--- src/rtl/box_mean_filter_5x5_macros.svh ---
// assertion helpers shared by the filter modules
`ifndef BOX_MEAN_FILTER_5X5_MACROS_SVH
`define BOX_MEAN_FILTER_5X5_MACROS_SVH

// same-cycle implication, checked outside reset
`define BMF_ASSERT_NOW(lbl, clk, rst_n, ante, cons, msg) \
    lbl: assert property (@(posedge clk) disable iff (!rst_n) (ante) |-> (cons)) else $error(msg);

// next-cycle implication, checked outside reset
`define BMF_ASSERT_NEXT(lbl, clk, rst_n, ante, cons, msg) \
    lbl: assert property (@(posedge clk) disable iff (!rst_n) (ante) |=> (cons)) else $error(msg);

`endif

--- src/rtl/bmf_pkg.sv ---
`default_nettype none

package bmf_pkg;

    localparam int KERNEL_SIZE  = 5;
    localparam int BORDER       = 2;
    localparam int AREA         = 25;
    localparam int MAX_WIDTH    = 2048;
    localparam int MAX_HEIGHT   = 2048;

    localparam int PIX_W        = 8;
    localparam int CFG_W        = 12;
    localparam int CFG_IDX_W    = 2;
    localparam int ROW_W        = 11;
    localparam int LS_W         = PIX_W * (KERNEL_SIZE - 1);
    localparam int COLSUM_W     = 11;
    localparam int SUM_W        = 13;

    // floor(s / 25) == (s * 5243) >> 17 for every s up to 25 * 255
    localparam int RECIP        = 5243;
    localparam int RECIP_SHIFT  = 17;
    localparam int PROD_W       = 26;

    localparam int WIDTH_RESET  = 2048;
    localparam int HEIGHT_RESET = 2048;

    localparam logic [CFG_IDX_W-1:0] REG_LINE_WIDTH   = 2'd0;
    localparam logic [CFG_IDX_W-1:0] REG_FRAME_HEIGHT = 2'd1;

    // window position of one accepted pixel
    typedef struct packed {
        logic emit;
        logic last;
    } t_pos;

    // stage load strobes for the datapath
    typedef struct packed {
        logic load_b;
        logic load_c;
        logic load_d;
    } t_stage_en;

endpackage

`default_nettype wire

--- src/rtl/bmf_window.sv ---
`default_nettype none

module bmf_window (
    input  wire logic                       i_clk,
    input  wire bmf_pkg::t_stage_en         i_en,
    input  wire logic [bmf_pkg::LS_W-1:0]   i_rd_data,
    input  wire logic [bmf_pkg::PIX_W-1:0]  i_pix,
    output logic      [bmf_pkg::PIX_W-1:0]  o_mean
);
    import bmf_pkg::*;

    localparam int HIST = KERNEL_SIZE - 1;

    logic [COLSUM_W-1:0] r_b_cs, n_b_cs;
    logic [COLSUM_W-1:0] r_hist [HIST];
    logic [SUM_W-1:0]    r_c_sum, n_c_sum;
    logic [PROD_W-1:0]   prod;
    logic [PIX_W-1:0]    r_mean;

    // vertical sum of the five pixels of the new column
    always_comb begin
        n_b_cs = COLSUM_W'(i_pix);
        for (int k = 0; k < HIST; k++) begin
            n_b_cs = n_b_cs + COLSUM_W'(i_rd_data[k*PIX_W +: PIX_W]);
        end
    end

    // horizontal sum over the new column and four older ones
    always_comb begin
        n_c_sum = SUM_W'(r_b_cs);
        for (int k = 0; k < HIST; k++) begin
            n_c_sum = n_c_sum + SUM_W'(r_hist[k]);
        end
    end

    assign prod = PROD_W'(r_c_sum) * PROD_W'(RECIP);

    always_ff @(posedge i_clk) begin
        if (i_en.load_b) begin
            r_b_cs <= n_b_cs;
        end
        if (i_en.load_c) begin
            r_c_sum <= n_c_sum;
            for (int k = 0; k < HIST - 1; k++) begin
                r_hist[k] <= r_hist[k+1];
            end
            r_hist[HIST-1] <= r_b_cs;
        end
        if (i_en.load_d) begin
            r_mean <= prod[RECIP_SHIFT +: PIX_W];
        end
    end

    assign o_mean = r_mean;

endmodule

`default_nettype wire

--- config.mk ---
export PLATFORM = sky130hd
export DESIGN_NAME = bmf_window
export DESIGN_NICKNAME = d
export VERILOG_FILES = /design/src/rtl/box_mean_filter_5x5_macros.svh /design/src/rtl/bmf_pkg.sv /design/src/rtl/bmf_window.sv
export SDC_FILE = /design/constraint.sdc
export NUM_CORES = 1
export LEC_CHECK = 0
export BUFFER_PORTS_ARGS = -buffer_cell sky130_fd_sc_hd__buf_2
export CORE_AREA = 2 2 98 195
export DETAILED_ROUTE_END_ITERATION = 8
export DIE_AREA = 0 0 100 197
export GPL_TIMING_DRIVEN = 0
export HOLD_SLACK_MARGIN = 0.03
export PLACE_DENSITY = 0.66
export SETUP_SLACK_MARGIN = 0.05
export SYNTH_ARGS = -nofsm -noshare
export SYNTH_HDL_FRONTEND = slang
export SYNTH_SLANG_ARGS = --single-unit
--- constraint.sdc ---
create_clock -name i_clk -period 6 [get_ports i_clk]
set_clock_uncertainty 0.15 [all_clocks]
set_input_delay 1.2 -clock i_clk [delete_from_list [all_inputs] [get_ports i_clk]]
set_output_delay 1.2 -clock i_clk [all_outputs]
set_load 0.005 [all_outputs]
After elaboration in Yosys (flattened, before gate mapping)
Memories as Yosys holds them, arrays and structs flattened.
Cells that the tools add are included.
Widths: inputs -> output; s select.

storage, ports and cells
  register bits = 32
  RAM bits = 44
  input bits = 44
  output and inout port bits = 8
  memories kept = 1

cells by class
  add/sub/neg operators = 8
  $mul = 1
  mux-type cells = 2

memories
  memory  words  bits a word  rd ports  clocked after Yosys merged registers in  wr ports  line              RTL
  r_hist  4      11           4         0                                        4         bmf_window.sv:15  logic [COLSUM_W-1:0] r_hist [HIST];

operators with widths
  operator                number
  $add 13x11->13          2
  $mul 13x13->25 const B  1
  $add 12x11->13          1
  $add 11x11->12          1
  $add 10x8->11           1
  $add 11x8->11           1
  $add 9x8->10            1
  $add 8x8->9             1
  $mux 1                  2

Logic depth before layout (Yosys ltp)
  depth in word-level cells = 4
  depth in mapped cells = 19
  depth with buffers taken out = 19

Worst setup path before layout
No wires, ideal clock.

  path kind = flip-flop to flip-flop
  start point = reg r_c_sum[10]
  end point = reg r_mean[5], in the netlist o_mean[5], data pin
  setup time = 258 ps
  arrival time = 4357 ps
  required time = 5592 ps
  setup slack = 1235 ps
  cell stages (with the launch flop) = 18
  buffers on the path = 0
  clock period less this slack = 4765 ps
  path through = edfxtp_1 > fa_1 > ha_1 > inv_1 > fa_1 > inv_1 > fa_1 > inv_1 > fa_1 > inv_1 > ha_1 > and3_1 > and3_1 > o2111ai_1 > o211a_1 > o21bai_1 > a21oi_1 > xnor2_1

on the way
  cells in the longest elaborated chain, start to end = 1

RTL lines
  element                   line              RTL
  start: declaration        bmf_window.sv:16  logic [SUM_W-1:0] r_c_sum, n_c_sum;
  start signal: assignment  bmf_window.sv:43  r_c_sum <= n_c_sum;
  $mul 13x13->25            bmf_window.sv:36  assign prod = PROD_W'(r_c_sum) * PROD_W'(RECIP);
  via prod[22]              bmf_window.sv:17  logic [PROD_W-1:0] prod;
  end signal: assignment    bmf_window.sv:50  r_mean <= prod[RECIP_SHIFT +: PIX_W];
  end: declaration          bmf_window.sv:18  logic [PIX_W-1:0] r_mean;

The timed path passes the listed nets, and every way through them passes these cells.
A chain may end at the register's enable or synchronous reset.

Final worst setup path
Ends and elaborated chain as after synthesis.

==> results.cfg <==
[logic_synthesis]
post_syn_area_per_cell_um2 = 13.3
combined_area_of_all_synthesized_cells_um2 = 7210
synthesis.yosys.warnings = 0
synth_sequential_area_ratio_pct = 31.7
synthDistinctLibCells = 39
ys_seq_elements = 76
mappedNetlistNets = 814
post_synth_inst_count = 544

[worst_setup_path]
endpoint_kind = flip-flop
path_class = reg2reg
regToRegSetupSlack_ns = 0.76
worst-endpoint-arrival_ns = 5.18
crit_path_start_kind = flip-flop
worstPathRequired_ns = 5.94
reg2reg_start = r_c_sum[10]
path_depth_of_the_worst_reg2reg_path = 17
worst_r2r_endpoint = o_mean[5]
path_max_fanout = 7

[global_routing]
grt_pass1_wl_mm = 21.3
grt_use_total_pct = 13.9
largest_net_degree_at_the_start_of_global_routing = 58
grt_pass1_vias = 4807
number_of_antenna_violations_at_the_first_check_in_global_routing = 0
globalRoute.totalOverflow = 0

[layout]
antennaDiodeCount = 0
fin_area_um2 = 8040
drive_gt1_share_pct = 11.8
design.final.nets = 876
fillerInstances = 1676
areaGrowthSynthToFinish_pct = 11.5

[detailed_routing]
drtAntennaViolNets = 0
first_pass_iters = 4
drt_first_iter_violations = 70
wl_met2_mm = 7.53
routed_wirelength_mm = 12.3
routed.top_layer = met4
met1_length_mm = 3.95
route.detailed.wl_per_inst_um = 14.9
drc = 0
post_drt_via_cell_ratio = 4.97
num_vias = 4107
met3_length_um = 237

[sta]
slew-limit-headroom_pct = 15.9
hold_violations = 0
final.setup.tns_ns = 0
finalCritPeriodShare_pct = 87.3
timing.fmax_mhz = 191
tightestPinTransition_ns = 1.26
drv_slew = 0
grt_setup_unrepaired = false
timing.final.setup_violations = 0
period_minus_slack_ns = 5.24
layout_setup_ws_ns = 0.760

[worst_hold_path]
hold_path_startpoint = r_hist[2][0]
timing.hold.worst_endpoint = r_hist[1][0]
min_path_type = reg2reg
min_path_cells = 0

[floorplan]
floorplan.initialDensity_pct = 39.6
core_area_um2 = 18200
dieWidth_um = 100
number_of_core_rows = 70
design.die.area_um2 = 19700
floorplan.io_pins = 52
die_height_um = 197

[place]
placement.io_buffers = 51
detailedPlacementHpwl_mm = 10.8
dpl-instance-area_um2 = 7740
post-place-ws_ns = 0.718
gp_congestion = 0.914

[clock_network]
clock_insertion_delay_worst_skew_ns = 0.34
clkSlewWorstSetupHoldPaths_ns = 0.06
cts_htree_levels = 3
cts-resized-gates = 0
cts-hold-fix-buffers = 0
cts-root-to-sink-buffers = 2
clock_tree.root_cell = sky130_fd_sc_hd__clkbuf_16
clock_sink_count = 76
numCtsBuffers = 9
cts_tree = yes
cts_post_setup_buffers_inserted = 0

[job]
maxCapViolations = 0

[outcome]
status = completed
cell usage in the layout, fill, tap and decap left out, types with 5 or more instances in the layout:
cell type                   instances
sky130_fd_sc_hd__clkbuf_16          9
sky130_fd_sc_hd__fa_1             111
sky130_fd_sc_hd__edfxtp_1          76
sky130_fd_sc_hd__buf_2             51
sky130_fd_sc_hd__nand2_1            9
sky130_fd_sc_hd__xnor2_1           18
sky130_fd_sc_hd__ha_1             115
sky130_fd_sc_hd__a21oi_1           17
sky130_fd_sc_hd__inv_1            126
sky130_fd_sc_hd__o21bai_1           5
sky130_fd_sc_hd__a21o_1             6
sky130_fd_sc_hd__o21ai_0            7
sky130_fd_sc_hd__xor2_1             9
cells by family (layout without fill, tap and decap cells):
kind of cell               after synthesis  after routing  synth area share (%)
DFF                                     76             76                  31.7
AOI/OAI and AO/OA                       55             55                  5.15
xor gates and xnor gates                27             27                  3.28
muxes                                    1              1                 0.139
buffers and inverters                  126            193                  6.56
adders and majority gates              226            226                  50.8
and+or+nand+nor                         33             33                  2.45
cell usage after synthesis, drive strengths merged:
cell type / n / share of area, %
a211o: 1 / 0.12
a211oi: 1 / 0.17
a21boi: 2 / 0.21
a21o: 6 / 0.62
a21oi: 19 / 1.4
a22oi: 1 / 0.10
a31o: 1 / 0.12
a41oi: 1 / 0.12
and3: 3 / 0.26
and3b: 1 / 0.12
edfxtp: 76 / 32
fa: 111 / 31
ha: 115 / 20
inv: 126 / 6.6
mux2i: 1 / 0.14
nand2: 9 / 0.47
nand2b: 3 / 0.26
nand3: 4 / 0.28
nand3b: 2 / 0.21
nand4: 1 / 0.087
nor2: 4 / 0.21
nor2b: 3 / 0.26
nor3: 1 / 0.069
o2111ai: 1 / 0.12
o211a: 2 / 0.28
o211ai: 2 / 0.21
o21ai: 10 / 0.75
o21bai: 5 / 0.52
o221ai: 1 / 0.12
o311a: 1 / 0.14
o31a: 1 / 0.12
or3b: 1 / 0.12
or4: 1 / 0.10
xnor2: 18 / 2.2
xor2: 9 / 1.1
through the flow:
stage / hold WS (ns) / util, % / std cells
floorplan: 0.276 / - / 544
global placement: 0.292 / 42.5 / 811
detailed placement: 0.303 / 42.5 / 811
CTS: 0.317 / 44.1 / 827
global route: 0.328 / 44.1 / 827
finish: 0.313 / 44.1 / 827
layer usage:
layer | vias up | track usage (%)
met1 | 2094 | 13.2
met5 | - | 0
met4 | 0 | 8.27
li1 | 1917 | -
met3 | 32 | 1.84
met2 | 64 | 27.3
registers in the layout, summed over array words and instances (netlist names):
name,count
r_hist,44
o_mean,8
r_c_sum,13
r_b_cs,11
final cells by class:
class	count	area, µm²	share of cell area [%]
Timing Repair Buffer	51	255	3.18
Sequential cell	76	2280	28.4
Clock inverter	7	75.1	0.934
Clock buffer	9	225	2.80
Tap cell	216	270	3.36
Inverter	126	473	5.89
Multi-Input combinational cell	342	4460	55.4
critical path, cell delays in order (launching register included):
cell,delay (ns)
sky130_fd_sc_hd__edfxtp_1,0.58
sky130_fd_sc_hd__fa_1,0.54
sky130_fd_sc_hd__ha_1,0.30
sky130_fd_sc_hd__inv_1,0.05
sky130_fd_sc_hd__fa_1,0.49
sky130_fd_sc_hd__inv_1,0.08
sky130_fd_sc_hd__fa_1,0.53
sky130_fd_sc_hd__inv_1,0.06
sky130_fd_sc_hd__fa_1,0.53
sky130_fd_sc_hd__inv_1,0.04
sky130_fd_sc_hd__ha_1,0.30
sky130_fd_sc_hd__and3_1,0.21
sky130_fd_sc_hd__and3_1,0.18
sky130_fd_sc_hd__o2111ai_1,0.18
sky130_fd_sc_hd__o211a_1,0.31
sky130_fd_sc_hd__o21bai_1,0.20
sky130_fd_sc_hd__a21oi_1,0.11
sky130_fd_sc_hd__xnor2_1,0.13
worst max-delay path by stage:
stage / from / end
final: r_c_sum[10] / o_mean[5]
after global routing: r_c_sum[4] / o_mean[7]
after CTS: r_c_sum[10] / o_mean[5]
after detailed placement: r_c_sum[10] / o_mean[5]
after global placement: r_c_sum[10] / o_mean[7]
after floorplan: r_c_sum[10] / o_mean[5]
Power is left out: the tool's default activity adds up to more than one toggle a clock period on the data nets, which glitch-free logic cannot reach.
