File: src/rtl/box_mean_filter_5x5_macros.svh
// assertion helpers shared by the filter modules
`ifndef BOX_MEAN_FILTER_5X5_MACROS_SVH
`define BOX_MEAN_FILTER_5X5_MACROS_SVH

// same-cycle implication, checked outside reset
`define BMF_ASSERT_NOW(lbl, clk, rst_n, ante, cons, msg) \
    lbl: assert property (@(posedge clk) disable iff (!rst_n) (ante) |-> (cons)) else $error(msg);

// next-cycle implication, checked outside reset
`define BMF_ASSERT_NEXT(lbl, clk, rst_n, ante, cons, msg) \
    lbl: assert property (@(posedge clk) disable iff (!rst_n) (ante) |=> (cons)) else $error(msg);

`endif

File: src/rtl/bmf_pkg.sv
`default_nettype none

package bmf_pkg;

    localparam int KERNEL_SIZE  = 5;
    localparam int BORDER       = 2;
    localparam int AREA         = 25;
    localparam int MAX_WIDTH    = 2048;
    localparam int MAX_HEIGHT   = 2048;

    localparam int PIX_W        = 8;
    localparam int CFG_W        = 12;
    localparam int CFG_IDX_W    = 2;
    localparam int ROW_W        = 11;
    localparam int LS_W         = PIX_W * (KERNEL_SIZE - 1);
    localparam int COLSUM_W     = 11;
    localparam int SUM_W        = 13;

    // floor(s / 25) == (s * 5243) >> 17 for every s up to 25 * 255
    localparam int RECIP        = 5243;
    localparam int RECIP_SHIFT  = 17;
    localparam int PROD_W       = 26;

    localparam int WIDTH_RESET  = 2048;
    localparam int HEIGHT_RESET = 2048;

    localparam logic [CFG_IDX_W-1:0] REG_LINE_WIDTH   = 2'd0;
    localparam logic [CFG_IDX_W-1:0] REG_FRAME_HEIGHT = 2'd1;

    // window position of one accepted pixel
    typedef struct packed {
        logic emit;
        logic last;
    } t_pos;

    // stage load strobes for the datapath
    typedef struct packed {
        logic load_b;
        logic load_c;
        logic load_d;
    } t_stage_en;

endpackage

`default_nettype wire

File: src/rtl/bmf_ctrl.sv
`default_nettype none
`include "box_mean_filter_5x5_macros.svh"

module bmf_ctrl #(
    parameter int MAX_WIDTH = bmf_pkg::MAX_WIDTH,
    parameter int AW        = $clog2(MAX_WIDTH)
) (
    input  wire logic                           i_clk,
    input  wire logic                           i_rst_n,
    input  wire logic                           i_cfg_we,
    input  wire logic [bmf_pkg::CFG_IDX_W-1:0]  i_cfg_index,
    input  wire logic [bmf_pkg::CFG_W-1:0]      i_cfg_data,
    input  wire logic                           i_accept,
    output logic      [AW-1:0]                  o_col,
    output bmf_pkg::t_pos                       o_pos
);
    import bmf_pkg::*;

    localparam int XW        = (AW + 1 > CFG_W) ? AW + 1 : CFG_W;
    localparam int RST_W     = (WIDTH_RESET > MAX_WIDTH) ? MAX_WIDTH : WIDTH_RESET;
    localparam int RST_H     = (HEIGHT_RESET > MAX_HEIGHT) ? MAX_HEIGHT : HEIGHT_RESET;
    localparam int FULL_AT   = KERNEL_SIZE - 1;

    logic [AW-1:0]    r_col, n_col;
    logic [ROW_W-1:0] r_row, n_row;
    logic [AW-1:0]    r_last_col, n_last_col;
    logic [ROW_W-1:0] r_last_row, n_last_row;
    logic [XW-1:0]    cfg_ext;
    logic             cfg_hit;

    assign cfg_ext = XW'(i_cfg_data);
    assign cfg_hit = i_cfg_we &&
                     (i_cfg_index == REG_LINE_WIDTH || i_cfg_index == REG_FRAME_HEIGHT);

    // saturate the written size and keep the last index
    always_comb begin
        n_last_col = r_last_col;
        n_last_row = r_last_row;
        if (i_cfg_we) begin
            unique case (i_cfg_index)
                REG_LINE_WIDTH: begin
                    if (cfg_ext < XW'(KERNEL_SIZE)) begin
                        n_last_col = AW'(KERNEL_SIZE - 1);
                    end else if (cfg_ext > XW'(MAX_WIDTH)) begin
                        n_last_col = AW'(MAX_WIDTH - 1);
                    end else begin
                        n_last_col = AW'(cfg_ext - XW'(1));
                    end
                end
                REG_FRAME_HEIGHT: begin
                    if (i_cfg_data < CFG_W'(KERNEL_SIZE)) begin
                        n_last_row = ROW_W'(KERNEL_SIZE - 1);
                    end else if (i_cfg_data > CFG_W'(MAX_HEIGHT)) begin
                        n_last_row = ROW_W'(MAX_HEIGHT - 1);
                    end else begin
                        n_last_row = ROW_W'(i_cfg_data - CFG_W'(1));
                    end
                end
                default: begin
                end
            endcase
        end
    end

    always_comb begin
        n_col = r_col;
        n_row = r_row;
        if (cfg_hit) begin
            n_col = '0;
            n_row = '0;
        end else if (i_accept) begin
            if (r_col == r_last_col) begin
                n_col = '0;
                n_row = (r_row == r_last_row) ? '0 : r_row + ROW_W'(1);
            end else begin
                n_col = r_col + AW'(1);
            end
        end
    end

    always_ff @(posedge i_clk) begin
        if (!i_rst_n) begin
            r_col      <= '0;
            r_row      <= '0;
            r_last_col <= AW'(RST_W - 1);
            r_last_row <= ROW_W'(RST_H - 1);
        end else begin
            r_col      <= n_col;
            r_row      <= n_row;
            r_last_col <= n_last_col;
            r_last_row <= n_last_row;
        end
    end

    assign o_col     = r_col;
    assign o_pos.emit = (r_row >= ROW_W'(FULL_AT)) && (r_col >= AW'(FULL_AT));
    assign o_pos.last = (r_row == r_last_row) && (r_col == r_last_col);

    `BMF_ASSERT_NOW(a_col_in_row, i_clk, i_rst_n, 1'b1, r_col <= r_last_col, "column past row end")
    `BMF_ASSERT_NEXT(a_wrap_frame, i_clk, i_rst_n, i_accept && o_pos.last, r_col == '0 && r_row == '0, "no frame wrap")
    `BMF_ASSERT_NEXT(a_cfg_restart, i_clk, i_rst_n, cfg_hit, r_col == '0 && r_row == '0, "no restart on write")

endmodule

`default_nettype wire

File: config.mk
export PLATFORM = sky130hd
export DESIGN_NAME = bmf_ctrl
export DESIGN_NICKNAME = d
export VERILOG_FILES = /design/src/rtl/bmf_pkg.sv /design/src/rtl/bmf_ctrl.sv
export VERILOG_INCLUDE_DIRS = /design/src /design/src/rtl
export SDC_FILE = /design/constraint.sdc
export NUM_CORES = 1
export LEC_CHECK = 0
export BUFFER_PORTS_ARGS = -buffer_cell sky130_fd_sc_hd__buf_2
export CORE_MARGIN = 2
export CORE_UTILIZATION = 60
export DETAILED_ROUTE_END_ITERATION = 6
export PLACE_DENSITY = 0.83
export SLEW_MARGIN = 20
export SYNTH_ARGS = -nofsm -noshare
export SYNTH_HDL_FRONTEND = slang
export SYNTH_SLANG_ARGS = --single-unit
File: constraint.sdc
create_clock -name i_clk -period 3.65 [get_ports i_clk]
set_input_delay 0.73 -clock i_clk [delete_from_list [all_inputs] [get_ports i_clk]]
set_output_delay 0.73 -clock i_clk [all_outputs]
set_load 0.02 [all_outputs]
Word-level counts from Yosys, hierarchy flattened
Cells that the tools add are included.

operators by class
  add/subtract/negate cells = 3
  muxes and demuxes = 4
  $lt $le $gt $ge = 4
  equal/unequal tests = 3
  reduce and logical (&&, ||, !) cells = 9
  bitwise gates (word level) = 1

operators with widths
  kind                                                   count
  2-to-1 mux 11 bit                                      4
  adder 11 x 1 -> 11 bit, second input constant          2
  equality test 11 bit                                   2
  >= comparator 11 x 3 -> 1 bit, second input constant   2
  greater-than comparator 12 bit, second input constant  1
  < comparator 12 x 3 -> 1 bit, second input constant    1
  subtractor 11 x 1 -> 11 bit, second input constant     1
  AND reduction 2 bit                                    3
  logical AND 1 bit                                      3
  equality test 2 x 1 -> 1 bit, second input constant    1
  logical NOT 2 bit                                      1
  OR reduction 2 bit                                     1
  logical OR 1 bit                                       1
  inverter 1 bit                                         1

storage, ports and cells
  output and inout port bits = 13
  logic and storage cells = 28
  input bits = 18
  flip-flop bits (word level) = 44

Longest topological paths before layout
Gate-level depths: netlist of run 1.

  depth in word-level cells = 4
  gate-level depth with buffers = 8
  mapped depth without buffers = 7

Least setup slack after synthesis of run 1
Ideal clock, no wire load.

  path type = reg-to-output
  start = register r_col[3] (netlist: o_col[3])
  end = output o_pos[0] (netlist name)
  setup slack = 1131 ps
  path buffers = 2
  data required time = 2920 ps
  cell stages (with the launch flop) = 7
  arrival time = 1789 ps
  cells stage by stage = dfxtp_1 > buf_6 > xnor2_2 > nand4_1 > or3_2 > clkbuf_1 > nor2_1

RTL lines
  item                    RTL line        text
  from (decl)             bmf_ctrl.sv:24  logic [AW-1:0] r_col, n_col;
  from (signal assigned)  bmf_ctrl.sv:88  r_col <= n_col;
  to (decl)               bmf_ctrl.sv:15  output bmf_pkg::t_pos o_pos

==> results.py, run 1 <==
metrics = {
    "drt": {
        "routed_wl_mm": 5.53,
        "vias": 2233,
        "antenna_left": 0,
        "firstDrtPassIters": 5,
        "drc": 0,
        "vias_per_cell": 5.92,
        "drtIter0Drc": 244,
        "drt-wirelength-per-cell_um": 14.7,
    },
    "synth": {
        "ys_seq_elements": 44,
        "postSynthCellCount": 307,
        "synth_cell_types": 44,
        "syn_nets": 330,
        "yosys_warnings": 0,
        "postSynthAreaPerCell_um2": 8.07,
        "syn_area_um2": 2480,
        "ys_seq_area_frac": 0.356,
    },
    "min_path": {
        "whs_path_depth": 2,
        "hp-class": "reg -> reg",
        "worstHoldStart": "r_last_col[9]$_SDFFE_PN1P_",
    },
    "placement": {
        "dp.cells": 369,
        "place_congestion": 0.881,
        "place_hpwl_mm": 4.16,
        "numPortBuffers": 30,
    },
    "timing": {
        "maxSlewViolCount": 0,
        "setup_viol": 0,
        "finalCritPeriodShare": 0.769,
        "final-hold-violation-count": 0,
        "worst_pin_slew_ns": 0.786,
        "finalCriticalPeriod_ns": 2.81,
        "tns_ns": 0,
        "rsz0062_at_grt": "no",
        "relSlewSlack": 0.471,
        "fmax_mhz": 356,
        "skew_ns": 0.00646,
    },
    "global_route": {
        "antenna_found_initial": 0,
        "grt_pass1_wl_mm": 8.86,
        "gr-usage-all-layers": 0.257,
        "grt_pass1_vias": 1948,
        "grt_max_degree": 25,
        "grt-ovfl-total": 0,
    },
    "pwr": {
        "p_leak_nw": 1.04,
        "power.share.clock": 0.392,
        "p_int_mw": 0.737,
        "p_switching_mw": 0.246,
        "power_density_nw_per_um2": 362,
        "max-vdd-ir-drop_mv": 0.255,
        "sequentialPowerShare": 0.514,
        "switching_share": 0.250,
        "p_comb_frac": 0.094,
    },
    "worst_setup_path": {
        "cp_top_family": "simple AND/OR/NAND/NOR gates",
        "path_cells": "xnor2_2 -> nand3_1 -> or3_2 -> nor2_1 -> buf_2",
        "reg2reg_depth": 5,
        "setup.worst_path.start": "o_col[2]$_SDFFE_PP0P_",
        "crit_slowest_cell": "or3_2",
        "crit_path_end_kind": "primary output",
        "critPathBufInv": 1,
        "cp_data_required_time_ns": 2.92,
        "worstSetupPathType": "reg -> out",
        "crit_arrival_ns": 2.08,
        "cp_num_cells": 5,
        "startpoint_type": "flip-flop",
        "max_stage_delay_ns": 0.64,
        "critPathMaxFanout": 11,
        "rrSetupSlack_ns": 1.19,
        "reg2reg_from": "o_col[2]$_SDFFE_PP0P_",
    },
    "clock_tree": {
        "hold_buffers": 0,
        "cts-root-buf": "clkbuf_8",
        "cts_max_level": 2,
        "path_clk_slew_ns": 0.09,
        "post_cts_buffers": 0,
        "numCtsBuffers": 5,
        "cts_tree": "built",
        "clkLatencyLatePin_ns": 0.30,
        "cts_max_path_buffers": 2,
        "clock-sinks": 44,
        "cts-resized-gates": 0,
    },
    "die": {
        "fp.coreArea_um2": 4000,
        "dieArea_um2": 4660,
        "die-height_um": 68.3,
        "rows": 23,
        "start_util": 0.619,
        "io_pins": 31,
        "die_w_um": 68.3,
    },
    "flow_run": {
        "cap_violations": 0,
    },
    "finish": {
        "multi_input_area_um2": 1470,
        "diodes": 0,
        "area_delta_synth_final_pct": 9.60,
        "nFillCells": 341,
        "regArea_um2": 881,
        "drive_above_1_share": 0.153,
        "finalNonFillerCells": 377,
        "nNetsFinal": 349,
    },
    "status": {
        "status": "completed",
    },
}
-- power groups by stage --
| stage | combinational [mW] | clock, mW | sequential, mW |
|---|---|---|---|
| after floorplan | 0.0633 | 0 | 0.515 |
| after global placement | 0.0897 | 0 | 0.517 |
| after detailed placement | 0.0914 | 0 | 0.517 |
| after CTS | 0.0920 | 0.391 | 0.506 |
| after global routing | 0.104 | 0.408 | 0.508 |
| final | 0.0924 | 0.385 | 0.506 |
-- stage by stage --
step | worst slack (ns) | util | hold slack [ns] | total power, mW | cell area (um2)
floorplan | 1.13 | - | 0.461 | 0.578 | 2480
global placement | 1.04 | 0.650 | 0.474 | 0.606 | 2600
detailed placement | 0.959 | 0.650 | 0.489 | 0.609 | 2600
CTS | 0.856 | 0.679 | 0.503 | 0.988 | 2720
global route | 0.737 | 0.679 | 0.517 | 1.02 | 2720
finish | 0.844 | 0.679 | 0.500 | 0.984 | 2720
-- Yosys cell counts --
cell	n	share of area
a21oi_1	9	0.018
a22oi_1	6	0.018
a31oi_1	6	0.015
a32oi_1	2	0.0071
and2_1	2	0.0050
and3_1	2	0.0050
and4_1	1	0.0035
buf_6	3	0.014
clkbuf_1	15	0.023
dfxtp_1	44	0.36
ha_1	5	0.025
inv_1	11	0.017
mux2i_1	1	0.0040
nand2_1	45	0.068
nand2b_1	2	0.0050
nand3_1	13	0.026
nand3b_1	1	0.0030
nand4_1	9	0.023
nand4b_1	1	0.0035
nor2_1	22	0.033
nor2b_1	3	0.0076
nor3_1	10	0.020
nor3b_1	1	0.0030
nor4_1	10	0.025
o211ai_1	12	0.036
o21a_1	1	0.0030
o21ai_0	7	0.014
o21ai_1	1	0.0020
o21ba_2	1	0.0040
o22ai_1	1	0.0025
o31a_1	1	0.0035
o31ai_1	6	0.018
o41ai_1	1	0.0035
o41ai_2	1	0.0066
or2_2	4	0.010
or3_1	2	0.0050
or3_2	2	0.0061
or3b_2	1	0.0035
or4_1	6	0.018
or4_4	1	0.0045
or4b_1	1	0.0040
xnor2_1	17	0.060
xnor2_2	2	0.013
xor2_1	15	0.053
-- final cells by class --
class | instances | area share
Inverter | 11 | 0.0152
Sequential cell | 44 | 0.324
Timing Repair Buffer | 30 | 0.0553
Multi-Input combinational cell | 234 | 0.540
Clock buffer | 5 | 0.0253
Clock inverter | 3 | 0.0171
Tap cell | 50 | 0.0230
-- layout by cell type, fill, tap and decap left out, drive strengths merged, types with 3 or more instances in the layout --
master,instances
nand4,9
a31oi,6
dfxtp,44
nor2b,3
a22oi,6
xnor2,19
o211ai,12
or2,4
nor3,10
or3,4
buf,30
xor2,15
inv,12
nor2,22
o31ai,6
nand2,45
nor4,10
a21oi,9
or4,7
o21ai,8
nand3,13
clkbuf,5
ha,5
-- flip-flops by register name, indices dropped and copies added, names as in the netlist --
| signal | cells |
|---|---|
| o_col | 11 |
| r_last_col | 11 |
| r_last_row | 11 |
| r_row | 11 |
-- worst min-delay path, cell delays in order (launching register included) --
cell and delay [ns]:
dfxtp_1 0.33, nand2_1 0.05, nand3_1 0.07
-- path summary, 6_finish.rpt --
path	to
worst max-delay path	o_pos[0]
worst max register to register	r_row[5]$_SDFFE_PP0P_
worst min register to register	r_last_col[9]$_SDFFE_PN1P_
worst min-delay path	r_last_col[9]$_SDFFE_PN1P_
-- routing by layer --
| layer | routed length (um) | GRT usage | vias up |
|---|---|---|---|
| li1 | - | - | 1126 |
| met5 | 0 | 0 | - |
| met3 | 233 | 0.0510 | 14 |
| met4 | 146 | 0.125 | 0 |
| met2 | 2520 | 0.415 | 61 |
| met1 | 2630 | 0.327 | 1032 |
-- cell families after synthesis --
kind of cell             after synthesis  share of synthesized area
buffers and inverters                 29                     0.0530
adder cells (fa/ha/maj)                5                     0.0253
AO/OA/AOI/OAI                         55                      0.153
XOR/XNOR                              34                      0.126
flip-flops                            44                      0.356
AND/OR/NAND/NOR                      139                      0.283
multiplexers                           1                    0.00404
Power figures use the tool's default switching activity.
==> run 2, diff against run 1 <==
Settings changed: CORE_UTILIZATION 60 to 58, PLACE_DENSITY 0.83 to 0.81.
Clock period 3.65 ns to 2.7 ns, I/O delays scaled along.
==> results.py, run 2 (synthesis results as in run 1) <==
metrics = {
    "timing": {
        "finalCriticalPeriod_ns": 2.56,
        "rsz0062_at_grt": "no",
        "skew_ns": 0.00843,
        "finalCritPeriodShare": 0.947,
        "relSlewSlack": 0.650,
        "worst_pin_slew_ns": 0.525,
        "final-hold-violation-count": 0,
        "setup_viol": 0,
        "tns_ns": 0,
        "maxSlewViolCount": 0,
        "fmax_mhz": 391,
    },
    "global_route": {
        "grt_pass1_wl_mm": 9.47,
        "antenna_found_initial": 0,
        "gr-usage-all-layers": 0.242,
        "grt_max_degree": 25,
        "grt-ovfl-total": 0,
        "grt_pass1_vias": 2032,
    },
    "clock_tree": {
        "clkLatencyLatePin_ns": 0.30,
        "path_clk_slew_ns": 0.09,
        "hold_buffers": 0,
        "post_cts_buffers": 0,
        "cts-resized-gates": 0,
        "cts_max_path_buffers": 2,
        "cts-root-buf": "clkbuf_8",
        "numCtsBuffers": 5,
        "cts_tree": "built",
        "cts_max_level": 2,
        "clock-sinks": 44,
    },
    "worst_setup_path": {
        "crit_slowest_cell": "or3_2",
        "startpoint_type": "flip-flop",
        "crit_path_end_kind": "primary output",
        "path_cells": "xnor2_1 -> nand4_1 -> or3_2 -> nor2_1 -> buf_2",
        "max_stage_delay_ns": 0.62,
        "crit_arrival_ns": 2.02,
        "critPathBufInv": 1,
        "cp_data_required_time_ns": 2.16,
        "worstSetupPathType": "reg -> out",
        "critPathMaxFanout": 11,
        "cp_top_family": "simple AND/OR/NAND/NOR gates",
    },
    "pwr": {
        "max-vdd-ir-drop_mv": 0.320,
        "p_leak_nw": 1.07,
        "totalPowerFinal_mw": 1.33,
        "power_density_nw_per_um2": 482,
    },
    "finish": {
        "final_common_cell": "nand2_1",
        "nNetsFinal": 355,
        "postLayoutCoreUtil": 0.680,
        "layout_common_cells": "nand2_1, dfxtp_1, buf_2",
        "area_delta_synth_final_pct": 11.4,
        "finalNonFillerCells": 383,
        "diodes": 0,
        "drive_above_1_share": 0.168,
    },
    "placement": {
        "numPortBuffers": 30,
        "place_hpwl_mm": 4.31,
        "dp.cells": 375,
        "place_congestion": 0.921,
    },
    "die": {
        "rows": 23,
        "fp.coreArea_um2": 4060,
        "start_util": 0.611,
        "dieArea_um2": 4810,
        "io_pins": 31,
        "die_w_um": 69.4,
        "die-height_um": 69.4,
    },
    "drt": {
        "drc": 0,
        "firstDrtPassIters": 4,
        "antenna_left": 0,
        "vias_per_cell": 5.82,
        "drtIter0Drc": 179,
        "drt-wirelength-per-cell_um": 14.6,
        "vias": 2229,
        "routed_wl_mm": 5.58,
    },
    "min_path": {
        "hp-class": "reg -> reg",
    },
    "status": {
        "status": "completed",
    },
    "flow_run": {
        "cap_violations": 0,
    },
}
run 2: cell types whose count changed in the layout (fill, tap and decap cells not counted), sizes merged:
cell	previous run	this run
buf	30	36
run 2: worst register-to-register path, stage by stage, from the launching register on:
cell,delay [ns]
dfxtp_1,0.48
xnor2_1,0.16
nand4_1,0.16
or4_4,0.59
or4_1,0.53
a21oi_1,0.16
run 2: layer usage:
metal  GRT usage  part of all wire
met4       0.107             0.023
met3      0.0451             0.036
met5           0                 0
met1       0.324              0.47
met2       0.378              0.47
run 2: area by class of cell:
class	count	area, um2
Clock buffer	5	68.8
Clock inverter	3	46.3
Fill cell	346	1300
Inverter	11	41.3
Multi-Input combinational cell	234	1470
Sequential cell	44	881
Tap cell	50	62.6
Timing Repair Buffer	36	195
run 2: report_power, final:
part / internal [mW] / leakage (nW) / switching [mW]
registers: 0.667 / 0.358 / 0.0161
clock network: 0.279 / 0.0548 / 0.238
logic: 0.0539 / 0.654 / 0.0770
run 2: worst paths after layout:
path / start / end / slack [ns] / cells after the start
max reg2reg: o_col[0]$_SDFFE_PP0P_ / r_row[7]$_SDFFE_PP0P_ / 0.55 / 5
max: o_col[0]$_SDFFE_PP0P_ / o_pos[0] / 0.14 / 5
min: r_last_col[9]$_SDFFE_PN1P_ / r_last_col[9]$_SDFFE_PN1P_ / 0.49 / 2
min reg2reg: r_last_col[9]$_SDFFE_PN1P_ / r_last_col[9]$_SDFFE_PN1P_ / 0.49 / 2
run 2: metrics by stage:
step	cell area (um2)	setup WS [ns]	hold slack, ns
after floorplan	2480	0.371	0.461
final	2760	0.143	0.493
after CTS	2760	0.129	0.494
after global routing	2760	0.0118	0.507
after detailed placement	2650	0.186	0.478
after global placement	2650	0.215	0.475
==> run 3, diff against run 2 <==
--- a/config.mk
+++ b/config.mk
@@ -9,7 +9,7 @@
 export BUFFER_PORTS_ARGS = -buffer_cell sky130_fd_sc_hd__buf_2
 export CORE_MARGIN = 2
-export CORE_UTILIZATION = 58
+export CORE_UTILIZATION = 52
 export DETAILED_ROUTE_END_ITERATION = 6
-export PLACE_DENSITY = 0.81
+export PLACE_DENSITY = 0.77
 export SLEW_MARGIN = 20
 export SYNTH_ARGS = -nofsm -noshare
==> constraint.sdc (replaced) <==
create_clock -name i_clk -period 2.25 [get_ports i_clk]
set_input_delay 0.1125 -clock i_clk [delete_from_list [all_inputs] [get_ports i_clk]]
set_output_delay 0.1125 -clock i_clk [all_outputs]
set_load 0.02 [all_outputs]
==> results.py, run 3 (synthesis results as in run 1) <==
metrics = {
    "status": {
        "status": "completed",
    },
    "global_route": {
        "grt_pass1_vias": 1950,
        "antenna_found_initial": 0,
        "grt_pass1_wl_mm": 8.89,
        "grt_max_degree": 25,
        "grt-ovfl-total": 0,
        "gr-usage-all-layers": 0.211,
    },
    "drt": {
        "drtIter0Drc": 194,
        "routed_wl_mm": 5.45,
        "drt-wirelength-per-cell_um": 13.9,
        "vias_per_cell": 5.78,
        "drc": 0,
        "firstDrtPassIters": 4,
        "antenna_left": 0,
        "vias": 2266,
    },
    "clock_tree": {
        "clock-sinks": 44,
        "cts_max_path_buffers": 2,
        "clkLatencyLatePin_ns": 0.30,
        "cts-root-buf": "clkbuf_8",
        "cts_tree": "built",
        "cts-resized-gates": 0,
        "numCtsBuffers": 5,
        "hold_buffers": 0,
        "post_cts_buffers": 0,
        "path_clk_slew_ns": 0.09,
        "cts_max_level": 2,
    },
    "timing": {
        "final-hold-violation-count": 0,
        "setup_viol": 0,
        "maxSlewViolCount": 0,
        "relSlewSlack": 0.645,
        "skew_ns": 0.00730,
        "rsz0062_at_grt": "no",
        "fmax_mhz": 484,
        "tns_ns": 0,
        "finalCriticalPeriod_ns": 2.07,
        "finalCritPeriodShare": 0.918,
        "worst_pin_slew_ns": 0.527,
    },
    "placement": {
        "place_congestion": 0.853,
        "place_hpwl_mm": 4.18,
        "numPortBuffers": 30,
    },
    "worst_setup_path": {
        "crit_path_end_kind": "flip-flop",
        "reg2reg_depth": 5,
        "crit_arrival_ns": 2.30,
        "worstSetupPathType": "reg -> reg",
        "cp_data_required_time_ns": 2.48,
        "startpoint_type": "flip-flop",
        "critPathMaxFanout": 12,
    },
    "flow_run": {
        "cap_violations": 0,
    },
    "die": {
        "dieArea_um2": 5330,
        "rows": 25,
        "io_pins": 31,
        "start_util": 0.532,
        "die_w_um": 73.0,
        "die-height_um": 73.0,
        "fp.coreArea_um2": 4660,
    },
    "min_path": {
        "hp-class": "in -> reg",
        "whs_path_depth": 4,
    },
    "finish": {
        "area_delta_synth_final_pct": 13.2,
        "final_common_cell": "nand2_1",
        "postLayoutCoreUtil": 0.602,
        "layout_common_cells": "nand2_1, dfxtp_1, buf_2",
        "nNetsFinal": 360,
        "drive_above_1_share": 0.180,
        "diodes": 0,
    },
    "pwr": {
        "power_density_nw_per_um2": 567,
        "p_leak_nw": 1.10,
        "max-vdd-ir-drop_mv": 0.387,
    },
}
-- run 3: final cells by class --
type                            instances  area [um2]
Inverter                               11        41.3
Sequential cell                        44         881
Clock buffer                            5        68.8
Fill cell                             416        1860
Tap cell                               54        67.6
Timing Repair Buffer                   41         233
Multi-Input combinational cell        234        1470
Clock inverter                          3        47.5
-- run 3: power breakdown --
| part | total [mW] | switching, mW | internal, mW |
|---|---|---|---|
| Sequential | 0.818 | 0.0178 | 0.801 |
| Combinational | 0.159 | 0.0930 | 0.0662 |
| Clock | 0.613 | 0.279 | 0.334 |
-- run 3: worst max-delay path, cell delays in order, from the launching register on --
cell     delay, ns
dfxtp_1       0.45
xnor2_1       0.15
nand4_1       0.15
or4_4         0.59
or4b_1        0.52
a21oi_1       0.15
-- run 3: per-layer routing --
metal  routed length [um]  track usage  up-vias
met5                    0            0        -
met4                  145       0.0885        0
met2                 2400        0.321       73
met3                  265       0.0331       11
li1                     -            -     1156
met1                 2630        0.296     1026
-- run 3: stage by stage --
stage / instances / setup WS (ns) / power [mW] / hold slack [ns] / instance area [um2]
4_1_cts: 392 / 0.186 / 1.60 / 0.137 / 2800
6_report: 392 / 0.185 / 1.59 / 0.142 / 2800
2_1_floorplan: 307 / 0.0912 / 0.938 / 0.201 / 2480
3_3_place_gp: 384 / 0.141 / 0.991 / 0.456 / 2690
3_5_place_dp: 384 / 0.107 / 0.994 / 0.457 / 2690
5_1_grt: 392 / 0.0425 / 1.65 / 0.157 / 2800
-- run 3: final timing paths --
kind	start	to	slack, ns
setup / recovery	o_col[4]$_SDFFE_PP0P_	r_row[6]$_SDFFE_PP0P_	0.18
hold / removal	i_cfg_index[0]	r_last_col[3]$_SDFFE_PN1P_	0.14
setup reg to reg	o_col[4]$_SDFFE_PP0P_	r_row[6]$_SDFFE_PP0P_	0.18
hold reg to reg	r_last_row[9]$_SDFFE_PN1P_	r_last_row[9]$_SDFFE_PN1P_	0.50
